## src/rtl/ssd_pkg.sv

```systemverilog
package ssd_pkg;

  localparam int unsigned CFG_W = 63;
  localparam int unsigned CFG_IDX_W = 3;

  // configuration register indexes
  localparam logic [CFG_IDX_W-1:0] REG_DISPLAY_MODE   = 3'd0;
  localparam logic [CFG_IDX_W-1:0] REG_UPPER_VALUE    = 3'd1;
  localparam logic [CFG_IDX_W-1:0] REG_LOWER_VALUE    = 3'd2;
  localparam logic [CFG_IDX_W-1:0] REG_POINT_POSITION = 3'd3;
  localparam logic [CFG_IDX_W-1:0] REG_DIGIT_COUNT    = 3'd4;
  localparam logic [CFG_IDX_W-1:0] REG_TEXT_CHARS     = 3'd5;

  localparam logic CMD_SCAN   = 1'b0;
  localparam logic CMD_LETTER = 1'b1;

  localparam logic MODE_NUMERIC = 1'b0;
  localparam logic MODE_TEXT    = 1'b1;

  localparam logic [13:0] VALUE_MAX = 14'd9999;
  localparam logic [3:0]  DIGIT_COUNT_RST = 4'd8;
  localparam logic [15:0] DIV10_MUL = 16'd6554;
  localparam int unsigned RECIP_SHIFT = 24;
  localparam logic [7:0]  SEG_BLANK = 8'hff;
  localparam logic [7:0]  POINT_MASK = 8'h7f;

  typedef struct packed {
    logic       cmd;
    logic [3:0] position;
    logic [6:0] letter;
  } ssd_in_t;

  typedef struct packed {
    logic [7:0] digit_select;
    logic [7:0] segments;
  } ssd_out_t;

  typedef struct packed {
    logic        display_mode;
    logic [13:0] upper_value;
    logic [13:0] lower_value;
    logic [3:0]  point_position;
    logic [3:0]  digit_count;
    logic [62:0] text_chars;
  } ssd_cfg_t;

  // one resolved item leaving the scan control
  typedef struct packed {
    logic       blank;
    logic       use_text;
    logic [2:0] slot;
    logic [6:0] code;
  } ssd_job_t;

  // 2^24 / 10^place rounded up, exact quotient for values up to 9999
  function automatic logic [20:0] ssd_recip(input logic [1:0] place);
    logic [20:0] r;
    case (place)
      2'd1:    r = 21'd1677722;
      2'd2:    r = 21'd167773;
      2'd3:    r = 21'd16778;
      default: r = 21'd0;
    endcase
    return r;
  endfunction

  // active-low for digits 0..9, active-high for the character entries
  function automatic logic [7:0] font_glyph(input logic [6:0] code);
    logic [7:0] g;
    case (code)
      7'd0:    g = 8'hc0;
      7'd1:    g = 8'hf9;
      7'd2:    g = 8'ha4;
      7'd3:    g = 8'hb0;
      7'd4:    g = 8'h99;
      7'd5:    g = 8'h92;
      7'd6:    g = 8'h82;
      7'd7:    g = 8'hf8;
      7'd8:    g = 8'h80;
      7'd9:    g = 8'h90;
      7'd33:   g = 8'h86;
      7'd34:   g = 8'h22;
      7'd39:   g = 8'h20;
      7'd40:   g = 8'h39;
      7'd41:   g = 8'h0f;
      7'd44:   g = 8'h80;
      7'd45:   g = 8'h40;
      7'd46:   g = 8'h80;
      7'd47:   g = 8'h52;
      7'd48:   g = 8'h3f;
      7'd49:   g = 8'h06;
      7'd50:   g = 8'h5b;
      7'd51:   g = 8'h4f;
      7'd52:   g = 8'h66;
      7'd53:   g = 8'h6d;
      7'd54:   g = 8'h7d;
      7'd55:   g = 8'h07;
      7'd56:   g = 8'h7f;
      7'd57:   g = 8'h6f;
      7'd61:   g = 8'h48;
      7'd63:   g = 8'h53;
      7'd64:   g = 8'h5f;
      7'd65:   g = 8'h77;
      7'd66:   g = 8'h7c;
      7'd67:   g = 8'h39;
      7'd68:   g = 8'h5e;
      7'd69:   g = 8'h79;
      7'd70:   g = 8'h71;
      7'd71:   g = 8'h3d;
      7'd72:   g = 8'h76;
      7'd73:   g = 8'h30;
      7'd74:   g = 8'h0e;
      7'd76:   g = 8'h38;
      7'd78:   g = 8'h37;
      7'd79:   g = 8'h3f;
      7'd80:   g = 8'h73;
      7'd81:   g = 8'h67;
      7'd82:   g = 8'h50;
      7'd83:   g = 8'h6d;
      7'd84:   g = 8'h78;
      7'd85:   g = 8'h3e;
      7'd86:   g = 8'h3e;
      7'd89:   g = 8'h6e;
      7'd90:   g = 8'h5b;
      7'd91:   g = 8'h39;
      7'd92:   g = 8'h64;
      7'd93:   g = 8'h0f;
      7'd94:   g = 8'h23;
      7'd95:   g = 8'h08;
      7'd96:   g = 8'h01;
      7'd97:   g = 8'h5f;
      7'd98:   g = 8'h7c;
      7'd99:   g = 8'h58;
      7'd100:  g = 8'h5e;
      7'd101:  g = 8'h7b;
      7'd102:  g = 8'h71;
      7'd103:  g = 8'h6f;
      7'd104:  g = 8'h74;
      7'd105:  g = 8'h10;
      7'd106:  g = 8'h0e;
      7'd108:  g = 8'h30;
      7'd110:  g = 8'h54;
      7'd111:  g = 8'h5c;
      7'd112:  g = 8'h73;
      7'd113:  g = 8'h67;
      7'd114:  g = 8'h50;
      7'd115:  g = 8'h6d;
      7'd116:  g = 8'h78;
      7'd117:  g = 8'h1c;
      7'd121:  g = 8'h6e;
      7'd122:  g = 8'h5b;
      7'd123:  g = 8'h39;
      7'd124:  g = 8'h30;
      7'd125:  g = 8'h0f;
      7'd126:  g = 8'h01;
      default: g = 8'h00;
    endcase
    return g;
  endfunction

endpackage

```

## src/rtl/ssd_cfg_regs.sv

```systemverilog
module ssd_cfg_regs (
  input  logic                               clk_i,
  input  logic                               rst_ni,
  input  logic                               cfg_we_i,
  input  logic [ssd_pkg::CFG_IDX_W-1:0]      cfg_idx_i,
  input  logic [ssd_pkg::CFG_W-1:0]          cfg_data_i,
  output ssd_pkg::ssd_cfg_t                  cfg_o
);

  ssd_pkg::ssd_cfg_t cfg_q, cfg_d;
  logic [13:0]       value_sat;

  // a low 14 bits above the four-digit range store the maximum; higher data bits are ignored
  assign value_sat = (cfg_data_i[13:0] > ssd_pkg::VALUE_MAX) ? ssd_pkg::VALUE_MAX
                                                             : cfg_data_i[13:0];

  always_comb begin
    cfg_d = cfg_q;
    if (cfg_we_i) begin
      case (cfg_idx_i)
        ssd_pkg::REG_DISPLAY_MODE:   cfg_d.display_mode   = cfg_data_i[0];
        ssd_pkg::REG_UPPER_VALUE:    cfg_d.upper_value    = value_sat;
        ssd_pkg::REG_LOWER_VALUE:    cfg_d.lower_value    = value_sat;
        ssd_pkg::REG_POINT_POSITION: cfg_d.point_position = cfg_data_i[3:0];
        ssd_pkg::REG_DIGIT_COUNT:    cfg_d.digit_count    = cfg_data_i[3:0];
        ssd_pkg::REG_TEXT_CHARS:     cfg_d.text_chars     = cfg_data_i[62:0];
        default: ;
      endcase
    end
  end

  always_ff @(posedge clk_i or negedge rst_ni) begin
    if (!rst_ni) begin
      cfg_q.display_mode   <= ssd_pkg::MODE_NUMERIC;
      cfg_q.upper_value    <= '0;
      cfg_q.lower_value    <= '0;
      cfg_q.point_position <= '0;
      cfg_q.digit_count    <= ssd_pkg::DIGIT_COUNT_RST;
      cfg_q.text_chars     <= '0;
    end else begin
      cfg_q <= cfg_d;
    end
  end

  assign cfg_o = cfg_q;

endmodule

```

## src/rtl/ssd_scan_ctrl.sv

```systemverilog
module ssd_scan_ctrl #(
  parameter int unsigned DIGITS = 8
) (
  input  logic              clk_i,
  input  logic              rst_ni,
  input  logic              accept_i,
  input  ssd_pkg::ssd_in_t  item_i,
  input  ssd_pkg::ssd_cfg_t cfg_i,
  output ssd_pkg::ssd_job_t job_o
);

  localparam logic [3:0] DigitsW = 4'(DIGITS);

  logic [2:0] scan_slot_q, scan_slot_d;
  logic [3:0] limit;
  logic [2:0] slot_cur;
  logic [3:0] slot_inc;
  logic       pos_ok;

  always_comb begin
    if (cfg_i.display_mode == ssd_pkg::MODE_TEXT) begin
      limit = DigitsW;
    end else if (cfg_i.digit_count > DigitsW) begin
      limit = DigitsW;
    end else begin
      limit = cfg_i.digit_count;
    end
  end

  // a slot left beyond a shortened scan restarts at the rightmost digit
  assign slot_cur = ({1'b0, scan_slot_q} >= limit) ? 3'd0 : scan_slot_q;
  assign slot_inc = {1'b0, slot_cur} + 4'd1;
  assign pos_ok   = (item_i.position != 4'd0) && (item_i.position <= DigitsW);

  always_comb begin
    job_o = '0;
    if (item_i.cmd == ssd_pkg::CMD_LETTER) begin
      job_o.blank    = !pos_ok;
      job_o.use_text = 1'b1;
      job_o.slot     = item_i.position[2:0] - 3'd1;
      job_o.code     = item_i.letter;
    end else begin
      job_o.blank    = (limit == 4'd0);
      job_o.use_text = (cfg_i.display_mode == ssd_pkg::MODE_TEXT);
      job_o.slot     = slot_cur;
      job_o.code     = cfg_i.text_chars[{slot_cur, 3'b000} +: 7];
    end
  end

  always_comb begin
    scan_slot_d = scan_slot_q;
    if (accept_i && item_i.cmd == ssd_pkg::CMD_SCAN) begin
      scan_slot_d = (slot_inc >= limit) ? 3'd0 : slot_inc[2:0];
    end
  end

  always_ff @(posedge clk_i or negedge rst_ni) begin
    if (!rst_ni) begin
      scan_slot_q <= '0;
    end else begin
      scan_slot_q <= scan_slot_d;
    end
  end

`ifndef ASSERT_OFF
  a_slot_in_range: assert property (@(posedge clk_i) disable iff (!rst_ni)
    {1'b0, scan_slot_q} < DigitsW)
    else $error("scan slot beyond digit range");

  a_letter_keeps_slot: assert property (@(posedge clk_i) disable iff (!rst_ni)
    accept_i && item_i.cmd == ssd_pkg::CMD_LETTER |=> $stable(scan_slot_q))
    else $error("one-shot letter moved the scan slot");
`endif

endmodule

```

## src/rtl/ssd_seg_pipe.sv

```systemverilog
module ssd_seg_pipe (
  input  logic              clk_i,
  input  logic              rst_ni,
  input  logic              job_valid_i,
  output logic              job_ready_o,
  input  ssd_pkg::ssd_job_t job_i,
  input  ssd_pkg::ssd_cfg_t cfg_i,
  output logic              out_valid_o,
  input  logic              out_stall_i,
  output ssd_pkg::ssd_out_t out_item_o
);

  logic out_ready, s1_ready, s0_ready;

  // stage 0: resolved item
  logic              s0_v_q;
  ssd_pkg::ssd_job_t s0_job_q;

  // stage 1: quotient, select and glyph
  logic        s1_v_q;
  logic        s1_blank_q, s1_text_q, s1_point_q;
  logic [7:0]  s1_sel_q, s1_sel_d;
  logic [7:0]  s1_glyph_q, s1_glyph_d;
  logic [13:0] s1_quot_q, s1_quot_d;
  logic        s1_point_d;

  logic              out_v_q;
  ssd_pkg::ssd_out_t out_q, out_d;

  logic [13:0] value;
  logic [37:0] recip_prod;
  logic [29:0] div10_prod;
  logic [13:0] tens;
  logic [13:0] rem;
  logic [7:0]  digit_seg;

  assign out_ready   = !out_v_q || !out_stall_i;
  assign s1_ready    = !s1_v_q || out_ready;
  assign s0_ready    = !s0_v_q || s1_ready;
  assign job_ready_o = s0_ready;

  // stage 0 -> 1
  assign value      = s0_job_q.slot[2] ? cfg_i.upper_value : cfg_i.lower_value;
  assign recip_prod = 38'(value) * 38'(ssd_pkg::ssd_recip(s0_job_q.slot[1:0]));

  always_comb begin
    s1_quot_d  = (s0_job_q.slot[1:0] == 2'd0) ? value
                                              : recip_prod[ssd_pkg::RECIP_SHIFT +: 14];
    s1_sel_d   = ~(8'b1 << s0_job_q.slot);
    s1_glyph_d = ~ssd_pkg::font_glyph(s0_job_q.code);
    s1_point_d = (cfg_i.point_position == ({1'b0, s0_job_q.slot} + 4'd1));
  end

  // stage 1 -> output: quotient mod 10, then the digit font
  assign div10_prod = 30'(s1_quot_q) * 30'(ssd_pkg::DIV10_MUL);
  assign tens       = div10_prod[29:16];
  assign rem        = s1_quot_q - (tens << 3) - (tens << 1);
  assign digit_seg  = ssd_pkg::font_glyph({3'b000, rem[3:0]});

  always_comb begin
    out_d.digit_select = s1_sel_q;
    if (s1_blank_q) begin
      out_d.digit_select = ssd_pkg::SEG_BLANK;
      out_d.segments     = ssd_pkg::SEG_BLANK;
    end else if (s1_text_q) begin
      out_d.segments = s1_glyph_q;
    end else if (s1_point_q) begin
      out_d.segments = digit_seg & ssd_pkg::POINT_MASK;
    end else begin
      out_d.segments = digit_seg;
    end
  end

  always_ff @(posedge clk_i or negedge rst_ni) begin
    if (!rst_ni) begin
      s0_v_q  <= 1'b0;
      s1_v_q  <= 1'b0;
      out_v_q <= 1'b0;
    end else begin
      if (s0_ready) begin
        s0_v_q <= job_valid_i;
      end
      if (s1_ready) begin
        s1_v_q <= s0_v_q;
      end
      if (out_ready) begin
        out_v_q <= s1_v_q;
      end
    end
  end

  always_ff @(posedge clk_i) begin
    if (s0_ready && job_valid_i) begin
      s0_job_q <= job_i;
    end
    if (s1_ready && s0_v_q) begin
      s1_blank_q <= s0_job_q.blank;
      s1_text_q  <= s0_job_q.use_text;
      s1_point_q <= s1_point_d;
      s1_sel_q   <= s1_sel_d;
      s1_glyph_q <= s1_glyph_d;
      s1_quot_q  <= s1_quot_d;
    end
    if (out_ready && s1_v_q) begin
      out_q <= out_d;
    end
  end

  assign out_valid_o = out_v_q;
  assign out_item_o  = out_q;

`ifndef ASSERT_OFF
  a_single_select: assert property (@(posedge clk_i) disable iff (!rst_ni)
    out_v_q |-> $countones(~out_q.digit_select) <= 1)
    else $error("more than one digit selected");

  a_blank_dark: assert property (@(posedge clk_i) disable iff (!rst_ni)
    out_v_q && out_q.digit_select == ssd_pkg::SEG_BLANK |->
      out_q.segments == ssd_pkg::SEG_BLANK)
    else $error("segments lit with no digit selected");

  a_stall_only_when_full: assert property (@(posedge clk_i) disable iff (!rst_ni)
    !s0_ready |-> out_v_q && out_stall_i)
    else $error("input stalled while the pipeline can move");
`endif

endmodule

```

## src/rtl/seven_segment_scan_driver_unit.sv

```systemverilog
// Eight-digit multiplexed common-anode seven-segment scanner. Each item on the input
// channel is either a scan tick, which lights the next digit of the scan, or a one-shot
// letter at a given position; every item gives exactly one item of active-low digit
// select and segment pattern. Numeric mode shows upper_value and lower_value as four
// decimal digits each over the digit_count rightmost positions; text mode shows the
// eight character codes of text_chars. The block takes one item per clock while no
// output stall holds the pipeline; each result passes the item register, the quotient
// register and the output register in turn, and the decimal split uses a constant
// reciprocal multiply in the second stage and a divide-by-ten multiply in the third.
// Write configuration only while no item is in flight.
module seven_segment_scan_driver_unit #(
  parameter int unsigned DIGITS = 8
) (
  input  logic                          clk_i,
  input  logic                          rst_ni,
  input  logic                          cfg_we_i,
  input  logic [ssd_pkg::CFG_IDX_W-1:0] cfg_idx_i,
  input  logic [ssd_pkg::CFG_W-1:0]     cfg_data_i,
  input  logic                          in_valid_i,
  output logic                          in_stall_o,
  input  ssd_pkg::ssd_in_t              in_item_i,
  output logic                          out_valid_o,
  input  logic                          out_stall_i,
  output ssd_pkg::ssd_out_t             out_item_o
);

  ssd_pkg::ssd_cfg_t cfg;
  ssd_pkg::ssd_job_t job;
  logic              job_ready;
  logic              accept;

  assign in_stall_o = !job_ready;
  assign accept     = in_valid_i && job_ready;

  ssd_cfg_regs u_cfg_regs (
    .clk_i      (clk_i),
    .rst_ni     (rst_ni),
    .cfg_we_i   (cfg_we_i),
    .cfg_idx_i  (cfg_idx_i),
    .cfg_data_i (cfg_data_i),
    .cfg_o      (cfg)
  );

  ssd_scan_ctrl #(
    .DIGITS (DIGITS)
  ) u_scan_ctrl (
    .clk_i    (clk_i),
    .rst_ni   (rst_ni),
    .accept_i (accept),
    .item_i   (in_item_i),
    .cfg_i    (cfg),
    .job_o    (job)
  );

  ssd_seg_pipe u_seg_pipe (
    .clk_i       (clk_i),
    .rst_ni      (rst_ni),
    .job_valid_i (in_valid_i),
    .job_ready_o (job_ready),
    .job_i       (job),
    .cfg_i       (cfg),
    .out_valid_o (out_valid_o),
    .out_stall_i (out_stall_i),
    .out_item_o  (out_item_o)
  );

endmodule

```

## config.mk

```make
export PLATFORM = sky130hd
export DESIGN_NAME = seven_segment_scan_driver_unit
export DESIGN_NICKNAME = d
export VERILOG_FILES = /design/src/rtl/ssd_pkg.sv /design/src/rtl/ssd_cfg_regs.sv /design/src/rtl/ssd_scan_ctrl.sv /design/src/rtl/ssd_seg_pipe.sv /design/src/rtl/seven_segment_scan_driver_unit.sv
export SDC_FILE = /design/constraint.sdc
export NUM_CORES = 1
export LEC_CHECK = 0
export BUFFER_PORTS_ARGS = -buffer_cell sky130_fd_sc_hd__buf_2
export CAP_MARGIN = 5
export CORE_MARGIN = 3
export CORE_UTILIZATION = 40
export CTS_BUF_LIST = sky130_fd_sc_hd__clkbuf_16
export DETAILED_ROUTE_END_ITERATION = 8
export PLACE_DENSITY = 0.59
export SETUP_SLACK_MARGIN = 0.4
export SYNTH_ARGS = -nofsm -noshare
export SYNTH_HDL_FRONTEND = slang
export SYNTH_SLANG_ARGS = --single-unit
```

## constraint.sdc

```tcl
create_clock -name clk_i -period 9.3 [get_ports clk_i]
set_input_delay 1.86 -clock clk_i [delete_from_list [all_inputs] [get_ports clk_i]]
set_output_delay 1.86 -clock clk_i [all_outputs]
set_load 0.1 [all_outputs]
```

# Word-level counts from Yosys, hierarchy flattened
# Memories as Yosys holds them, arrays and structs flattened. A register that Yosys moved wholly into a read port is not among the register bits.
# Index checks and enable logic that the tools add are counted.
# totals
register_bits	167
in_bits	83
rom_bits	1152
memories	2
elab_cells	87
# op_classes
reduce_logical	24
eq_ne	9
n_addsub	5
shift	2
bitwise_logic	3
multipliers	2
order_cmp	5
muxes	12
# mem_list
name	words	width	read_ports	rd_ports_with_merged_regs	wr	line	rtl
(no name shown)	128	8	1	1	0	ssd_pkg.sv:70	case (code)
(no name shown)	16	8	1	0	0	ssd_pkg.sv:70	
# ops
cell	n
case mux 21 bit (3 select lines)	1
indexed part select 63 x 7 -> 7 bit	1
multiplier 14 x 21 -> 35 bit	1
two-way mux 14 bit	2
multiplier 14 x 12 -> 18 bit, second input constant	1
two-way mux 8 bit	2
NOT 8 bit	2
greater-than comparator 14 bit, second input constant	1
two-way mux 12 bit	1
AND reduction 2 bit	6
two-way mux 11 bit	1
adder 3 x 1 -> 4 bit, second input constant	2
two-way mux 4 bit	2
<< shifter 1 x 3 -> 8 bit, first input constant	1
subtractor 4 bit	2
two-way mux 7 bit	1
equality test 3 x 2 -> 1 bit, second input constant	2
equality test 3 bit, second input constant	2
zero test 1 bit	6
two-way mux 3 bit	2
logical AND 1 bit	5
equality test 2 bit, second input constant	2
equality test 4 bit	1
greater-or-equal comparator 3 x 4 -> 1 bit	1
12 further kinds	14

# Longest topological paths before layout
# Gate-level depths: netlist of the first run.
# depth
depth_word	8
ltp_mapped	28

# Hierarchy
# From an unflattened synthesis of the first run, not the netlist that was laid out.
# hier_totals
hier_cells	1762
hier_area_um2	18571.6
# modules_own_cells
module	area_each_um2	cells_each	seq_area_each_um2	instances
ssd_seg_pipe	13733.2	1382	2067.0	1
ssd_cfg_regs	3868.7	278	2503.7	1
ssd_scan_ctrl	959.7	100	75.1	1
seven_segment_scan_driver_unit	10.0	2	0.0	1

# Worst setup path after synthesis of the first run
# No wires, ideal clock.
# synth_path
path_kind	flip-flop to flip-flop
start	reg u_seg_pipe.s0_job_q[9] (netlist bit)
end	reg u_seg_pipe.s1_quot_q[10] (data pin)
slack_ps	2178
synth_period_minus_slack_ps	7122
n_path_buf	2
stages_incl_launch_ff	24
arrival_ps	6863
cell_sequence	edfxtp_1 > buf_1 > clkbuf_1 > mux2_2 > and2_1 > inv_1 > fa_1 > inv_1 > fa_1 > fa_1 > fa_1 > fa_1 > inv_1 > fa_1 > inv_1 > ha_1 > o211ai_1 > a2111o_1 > o221ai_1 > a2111oi_2 > nor3_1 > o211ai_1 > and3_1 > o31a_1
# synth_via
elab_chain_len	3
# synth_rtl
element	line	rtl
start: declaration	ssd_seg_pipe.sv:17	ssd_pkg::ssd_job_t s0_job_q;
start signal: assignment	ssd_seg_pipe.sv:94	s0_job_q <= job_i;
two-way mux 14 bit *	ssd_seg_pipe.sv:43	assign value = s0_job_q.slot[2] ? cfg_i.upper_value : cfg_i.lower_value;
multiplier 14 x 21 -> 35 bit	ssd_seg_pipe.sv:44	assign recip_prod = 38'(value) * 38'(ssd_pkg::ssd_recip(s0_job_q.slot[1:0]));
two-way mux 11 bit *	ssd_seg_pipe.sv:47	s1_quot_d = (s0_job_q.slot[1:0] == 2'd0) ? value
via u_seg_pipe.s1_quot_d[10]	ssd_seg_pipe.sv:24	logic [13:0] s1_quot_q, s1_quot_d;
end signal: assignment	ssd_seg_pipe.sv:102	s1_quot_q <= s1_quot_d;
end: declaration	ssd_seg_pipe.sv:24	
# The timed path passes the listed nets; every way through them passes the cells marked *.
# A chain may end at the register's enable or synchronous reset.

# Worst setup path in the final report of the first run
# layout_path
start	reg u_seg_pipe.s0_job_q[9] (netlist bit)
end	reg u_seg_pipe.s1_quot_q[8] (data pin)
# Same word-level chain as after synthesis.

==> reports/qor.yml, run 1 <==
outcome:
  outcome: "complete, no violations"
cells_and_area:
  fillerInstances: 4283
  stdcell_count: 2469
  layout-area-overhead-vs-synth_pct: 8.43
  nNetsFinal: 2393
  post_route_cells_drive_above_1_share_pct: 13.9
critical_path:
  crit_required_ns: 9.49
  criticalPathCategory: "reg2reg"
  crit_path_start_kind: "flip-flop"
  largest_fanout_on_the_critical_path: 16
  critPathCaptureType: "flip-flop"
  worst_ep_arrival_time_ns: 8.36
logic_synthesis:
  syn-mean-instance-area_um2: 10.2
  post_synth_inst_count: 1797
  synth.cell_area_um2: 18400
  synth_cell_type_count: 88
  synth-seq-cells: 168
  yosys_warnings: 0
  postSynthNetCount: 2327
  synth-seq-area-share_pct: 24.3
  synth_async_sr_flop_share_pct: 58.9
  most_frequently_used_flop_master_after_synthesis: "dfrtp_1"
  synth_enable_flop_cells: 61
clock_network:
  clk_latency_ns: 0.43
  clk_path_buf_depth: 2
  clk_pin_slew_worst_paths_ns: 0.06
  postCtsSetupRepairBufs: 0
  cts.hold.buffers_added: 0
  clock_sinks: 168
  tritoncts: "yes"
  cts_root_buf: "clkbuf_16"
  cts_inserted_buffers: 17
  h-tree-depth: 4
  cts_resized: 0
route:
  drt-wirelength-per-cell_um: 18.2
  drt.antenna.violating_nets: 0
  detailedRoute.firstIterationViolations: 991
  remaining_drc_errors: 0
  detailedRoute.firstPassIterationCount: 5
  post_drt_via_cell_ratio: 5.24
  drt_wl_total_um: 44900
  vias: 12900
floorplanning:
  design.core.area_um2: 44800
  fp.dieH_um: 221
  top_level_ports: 101
  die-area_um2: 48600
  die_w_um: 221
  floorplan.rows: 77
  start_util_pct: 41.1
sta:
  max_freq_mhz: 122
  grt_setup_unrepaired: "no"
  worst_slew_pin_slew_ns: 0.977
  timing.final.hold_violations: 0
  hold_ws_ns: 0.448
  timing.clock.skew_ns: 0.0106
  final.min_clock_period_ns: 8.17
  finalWorstSetupSlack_ns: 1.13
  max_slew_margin_pct: 34.9
  total_count_of_max_transition_violations_in_the_final_report: 0
  setup_tns_ns: 0
  number_of_endpoints_failing_setup_at_the_final_stage: 0
  timing.final.crit_share_pct: 87.9
flow_run:
  timing.max_cap.violations: 0
global_routing:
  maximum_number_of_pins_on_one_net_before_global_route_repair: 73
  gr-usage-all-layers_pct: 19.4
  initial_antenna_violation_count: 1
  overflow: 0
  first_pass_grt_wire_length_um: 73300
  first_global_vias: 13800
placement:
  portBuffers: 94
  preCtsSetupSlack_ns: 1.25
  gp_congestion: 0.911
  post-place-cells: 2436
  detailed_place_hpwl_um: 37200
hold_path:
  hold_path.class: "reg2reg"
==> cell families after synthesis <==
kind of cell / Yosys count / synth area share, %
compound gates: 254 / 9.84
xor+xnor: 29 / 1.38
fa+ha+maj: 447 / 39.3
buf+inv: 411 / 8.69
flops: 168 / 24.3
mux: 110 / 6.92
simple gates: 378 / 9.62
==> area by class of cell <==
| type | count | area (µm²) | area share (%) |
|---|---|---|---|
| sequential | 168 | 4470 | 22.4 |
| antenna | 1 | 2.50 | 0.0125 |
| timing repair buffer | 105 | 556 | 2.78 |
| tap | 592 | 741 | 3.71 |
| clock inverter | 15 | 104 | 0.520 |
| inverter | 353 | 1330 | 6.64 |
| multi-input combinational | 1218 | 12300 | 61.8 |
| clock buffer | 17 | 425 | 2.13 |
==> through the flow <==
step,instance area [µm²],utilization (%)
global placement,19400,43.4
global route,20000,44.6
finish,20000,44.6
floorplan,18400,-
CTS,20000,44.6
detailed placement,19400,43.4
==> worst max-delay path, cell delays in order (launching register included) <==
cell       delay, ns
edfxtp_1        0.92
mux2_2          0.49
nand2_1         0.15
inv_1           0.13
nor2_1          0.28
fa_1            0.52
fa_1            0.55
inv_1           0.05
fa_1            0.52
fa_1            0.46
fa_1            0.56
inv_1           0.06
fa_1            0.54
inv_1           0.04
ha_1            0.30
a21oi_1         0.13
o21ai_0         0.09
nor4_1          0.23
o221ai_1        0.40
a2111oi_2       0.59
nor3_1          0.19
o31ai_1         0.42
mux2i_1         0.23
nand2_1         0.06
==> synth_stat cells (6+ instances only) <==
cell type | n | area [µm²]
inv_1 | 349 | 1310
ha_1 | 229 | 2870
fa_1 | 218 | 4360
nand2_1 | 161 | 604
dfrtp_1 | 98 | 2450
mux2_2 | 85 | 957
nor2_1 | 67 | 251
o21ai_0 | 65 | 325
edfxtp_1 | 61 | 1830
a21oi_1 | 37 | 185
clkbuf_1 | 32 | 120
and2_1 | 26 | 163
nand2b_1 | 24 | 150
xnor2_1 | 23 | 201
nand3_1 | 21 | 105
mux2i_1 | 19 | 190
nor3_1 | 19 | 95.1
buf_2 | 16 | 80.1
a211oi_1 | 13 | 97.6
a21o_1 | 13 | 97.6
or2_2 | 12 | 75.1
o211ai_1 | 11 | 82.6
a211o_1 | 10 | 87.6
and3_1 | 10 | 62.6
o31ai_1 | 9 | 67.6
a31oi_1 | 8 | 50.1
dfxtp_1 | 8 | 160
o21a_1 | 8 | 60.1
nand4_1 | 7 | 43.8
nor2b_1 | 7 | 43.8
a221oi_1 | 6 | 52.6
buf_4 | 6 | 45.0
nor4_1 | 6 | 37.5
xor2_1 | 6 | 52.6
==> state kept, by name, summed over array words and instances, names as in the netlist, named ones only <==
signal,flops
u_cfg_regs.cfg_o,93
u_seg_pipe.out_item_o,16
u_seg_pipe.s1_quot_q,14
u_seg_pipe.s0_job_q,12
u_seg_pipe.s1_glyph_q,8
u_seg_pipe.s1_sel_q,8
u_scan_ctrl.scan_slot_q,3
u_seg_pipe.out_valid_o,1
u_seg_pipe.s0_v_q,1
u_seg_pipe.s1_blank_q,1
u_seg_pipe.s1_point_q,1
u_seg_pipe.s1_text_q,1
u_seg_pipe.s1_v_q,1
==> metal layers <==
metal	wire length, µm	up-vias	part of all wire, %	GRT usage (%)
met2	22200	278	49	33.3
met1	20300	6520	45	26.3
met4	988	0	2.2	4.73
met3	1430	50	3.2	2.17
met5	0	-	0	0
li1	-	6099	-	-
==> placed cells by master, fill, tap and decap left out, drive strengths merged, types with 21 or more instances in the layout <==
master / n
nor2: 67
mux2: 86
o21ai: 69
buf: 105
xnor2: 23
edfxtp: 61
ha: 229
nand2: 161
fa: 218
inv: 359
and2: 26
nand3: 21
dfrtp: 98
a21oi: 38
nand2b: 24
==> path summary, 6_finish.rpt <==
kind                                    startpoint                      end  slack [ns]  cells past startpoint
max in group asynchronous                   rst_ni     u_cfg_regs.cfg_o[92]        6.72                      2
min in group asynchronous                   rst_ni     u_cfg_regs.cfg_o[33]        1.33                      1
min                        u_seg_pipe.s0_job_q[10]     u_seg_pipe.s1_text_q        0.45                      0
min reg2reg                u_seg_pipe.s0_job_q[10]     u_seg_pipe.s1_text_q        0.45                      0
max reg2reg                 u_seg_pipe.s0_job_q[9]  u_seg_pipe.s1_quot_q[8]        1.13                     23
max                         u_seg_pipe.s0_job_q[9]  u_seg_pipe.s1_quot_q[8]        1.13                     23
Power of run 1 is not shown: default switching activity piles up to over one toggle a cycle in this logic, so the estimate is an artifact.
==> inputs of run 2 (changes only) <==
Settings changed: CORE_MARGIN 3 to default.
==> reports/qor.yml, run 2 (synthesis results as in run 1) <==
global_routing:
  maximum_number_of_pins_on_one_net_before_global_route_repair: 57  # -22%
  first_pass_grt_wire_length_um: 73300  # about the same
  initial_antenna_violation_count: 3  # +2
  overflow: 0  # unchanged
  first_global_vias: 13600  # -1.3%
  gr-usage-all-layers_pct: 20.1  # +0.73 points
cells_and_area:
  post_route_cells_drive_above_1_share_pct: 13.9  # unchanged
  utilization_pct: 44.1  # -0.51 points
  layout-area-overhead-vs-synth_pct: 8.59
  layout.cells.most_common: "inv_1"
  mostFrequentLayoutCells: "350 x inv_1, 229 x ha_1, 218 x fa_1, 161 x nand2_1, 98 x dfrtp_1"
  flip_flop_count_of_the_largest_register_after_layout: 93  # unchanged
  nNetsFinal: 2393  # unchanged
sta:
  timing.final.crit_share_pct: 86.7  # -1.2 points
  timing.clock.skew_ns: 0.0123  # +0.00173 ns
  max_freq_mhz: 124  # +1.3%
  total_count_of_max_transition_violations_in_the_final_report: 0  # unchanged
  max_slew_margin_pct: 35.5  # +0.62 points
  number_of_endpoints_failing_setup_at_the_final_stage: 0  # unchanged
  setup_tns_ns: 0  # unchanged
  timing.final.hold_violations: 0  # unchanged
  worst_slew_pin_slew_ns: 0.965  # -0.0120 ns
  grt_setup_unrepaired: "no"
  final.min_clock_period_ns: 8.06  # -0.108 ns
critical_path:
  timing.critical_path.mode_cell: "inv_1"
  worst_ep_arrival_time_ns: 8.26  # -0.10 ns
  crit_path_start_kind: "flip-flop"
  cp.buffers_inverters: 7  # +3
  largest_fanout_on_the_critical_path: 17  # +1
  crit_required_ns: 9.50  # about the same
  critPathCaptureType: "flip-flop"
  cpLargestDelayFamily: "adder cells"
  cpMaxStageDelayCell: "ha_1"
  worst_path_max_stage_delay_ns: 0.72  # -0.20 ns
  criticalPathCategory: "reg2reg"
outcome:
  outcome: "complete, no violations"
placement:
  detailed_place_hpwl_um: 36900  # -0.78%
  gp_congestion: 0.902  # -1.0%
  portBuffers: 94  # unchanged
hold_path:
  hold_path.class: "reg2reg"
clock_network:
  cts_inserted_buffers: 17  # unchanged
  clock_sinks: 168  # unchanged
  h-tree-depth: 4  # unchanged
  postCtsSetupRepairBufs: 0  # unchanged
  clk_path_buf_depth: 2  # unchanged
  clk_latency_ns: 0.44  # about the same
  tritoncts: "yes"
  cts_resized: 0  # unchanged
  clk_pin_slew_worst_paths_ns: 0.07  # about the same
  cts_root_buf: "clkbuf_16"
  cts.hold.buffers_added: 0  # unchanged
floorplanning:
  top_level_ports: 101  # unchanged
  fp.dieH_um: 217  # -1.8%
  start_util_pct: 40.6  # -0.53 points
  die_w_um: 217  # -1.8%
  floorplan.rows: 78  # +1.3%
  die-area_um2: 46900  # -3.6%
  design.core.area_um2: 45400  # +1.3%
route:
  detailedRoute.firstIterationViolations: 1036  # +4.5%
  remaining_drc_errors: 0  # unchanged
  drt.antenna.violating_nets: 0  # unchanged
  vias: 12900  # -0.45%
  detailedRoute.firstPassIterationCount: 5  # unchanged
  drt-wirelength-per-cell_um: 18.0  # -0.73%
  drt_wl_total_um: 44700  # -0.41%
  post_drt_via_cell_ratio: 5.20  # -0.77%
flow_run:
  timing.max_cap.violations: 0  # unchanged
## run 2: changes by cell type in the layout (fill, tap and decap cells not counted), sizes merged
| cell | change |
|---|---|
| clkinv | -2 |
| clkbuf | +1 |
| inv | +1 |
## run 2: final cells by class
| type | count | area [µm²] |
|---|---|---|
| multi-input combinational | 1218 | 12300 |
| antenna | 1 | 2.50 |
| clock inverter | 14 | 97.6 |
| clock buffer | 18 | 450 |
| tap | 600 | 751 |
| sequential | 168 | 4470 |
| timing repair buffer | 105 | 556 |
| inverter | 353 | 1330 |
| fill | 4400 | 25400 |
## run 2: worst register-to-register path: stages (launching register included)
cell       delay [ns]
edfxtp_1         0.49
inv_1            0.13
ha_1             0.72
nand2_1          0.21
inv_1            0.25
nor2_1           0.14
fa_1             0.53
inv_1            0.05
fa_1             0.49
inv_1            0.05
fa_1             0.48
inv_1            0.05
fa_1             0.38
fa_1             0.52
inv_1            0.05
fa_1             0.49
inv_1            0.05
ha_1             0.28
nand3_1          0.21
o221ai_1         0.18
a31oi_1          0.47
o21ai_0          0.24
a2111oi_2        0.52
nor3_1           0.19
o31ai_1          0.39
mux2i_1          0.22
nand2_1          0.06
## run 2: routing by layer
layer	vias up	share of wire (%)	global-route usage, %
met5	-	0.029	0
met4	2	2.6	6.03
met3	55	4.4	2.65
met2	332	49	33.5
met1	6394	44	27.1
li1	6106	-	-
## run 2: path summary, 6_finish.rpt
path,start,endpoint,slack (ns),depth (start not counted)
setup / recovery,u_seg_pipe.s0_job_q[8],u_seg_pipe.s1_quot_q[8],1.24,26
hold / removal,u_seg_pipe.s0_job_q[11],u_seg_pipe.s1_blank_q,0.44,0
setup reg to reg,u_seg_pipe.s0_job_q[8],u_seg_pipe.s1_quot_q[8],1.24,26
hold reg to reg,u_seg_pipe.s0_job_q[11],u_seg_pipe.s1_blank_q,0.44,0
max in group asynchronous,rst_ni,u_cfg_regs.cfg_o[91],6.73,2
min in group asynchronous,rst_ni,u_cfg_regs.cfg_o[43],1.46,1
## run 2: per-stage QoR
step / instances / setup WS (ns) / instance area, µm² / hold WS [ns]
floorplan: 1797 / 2.18 / 18400 / 0.400
global placement: 2444 / 1.35 / 19400 / 0.432
detailed placement: 2444 / 1.25 / 19400 / 0.433
CTS: 2476 / 1.21 / 20000 / 0.447
global route: 2477 / 0.719 / 20000 / 0.447
finish: 2477 / 1.24 / 20000 / 0.436
Power of run 2 is left out for the same reason.
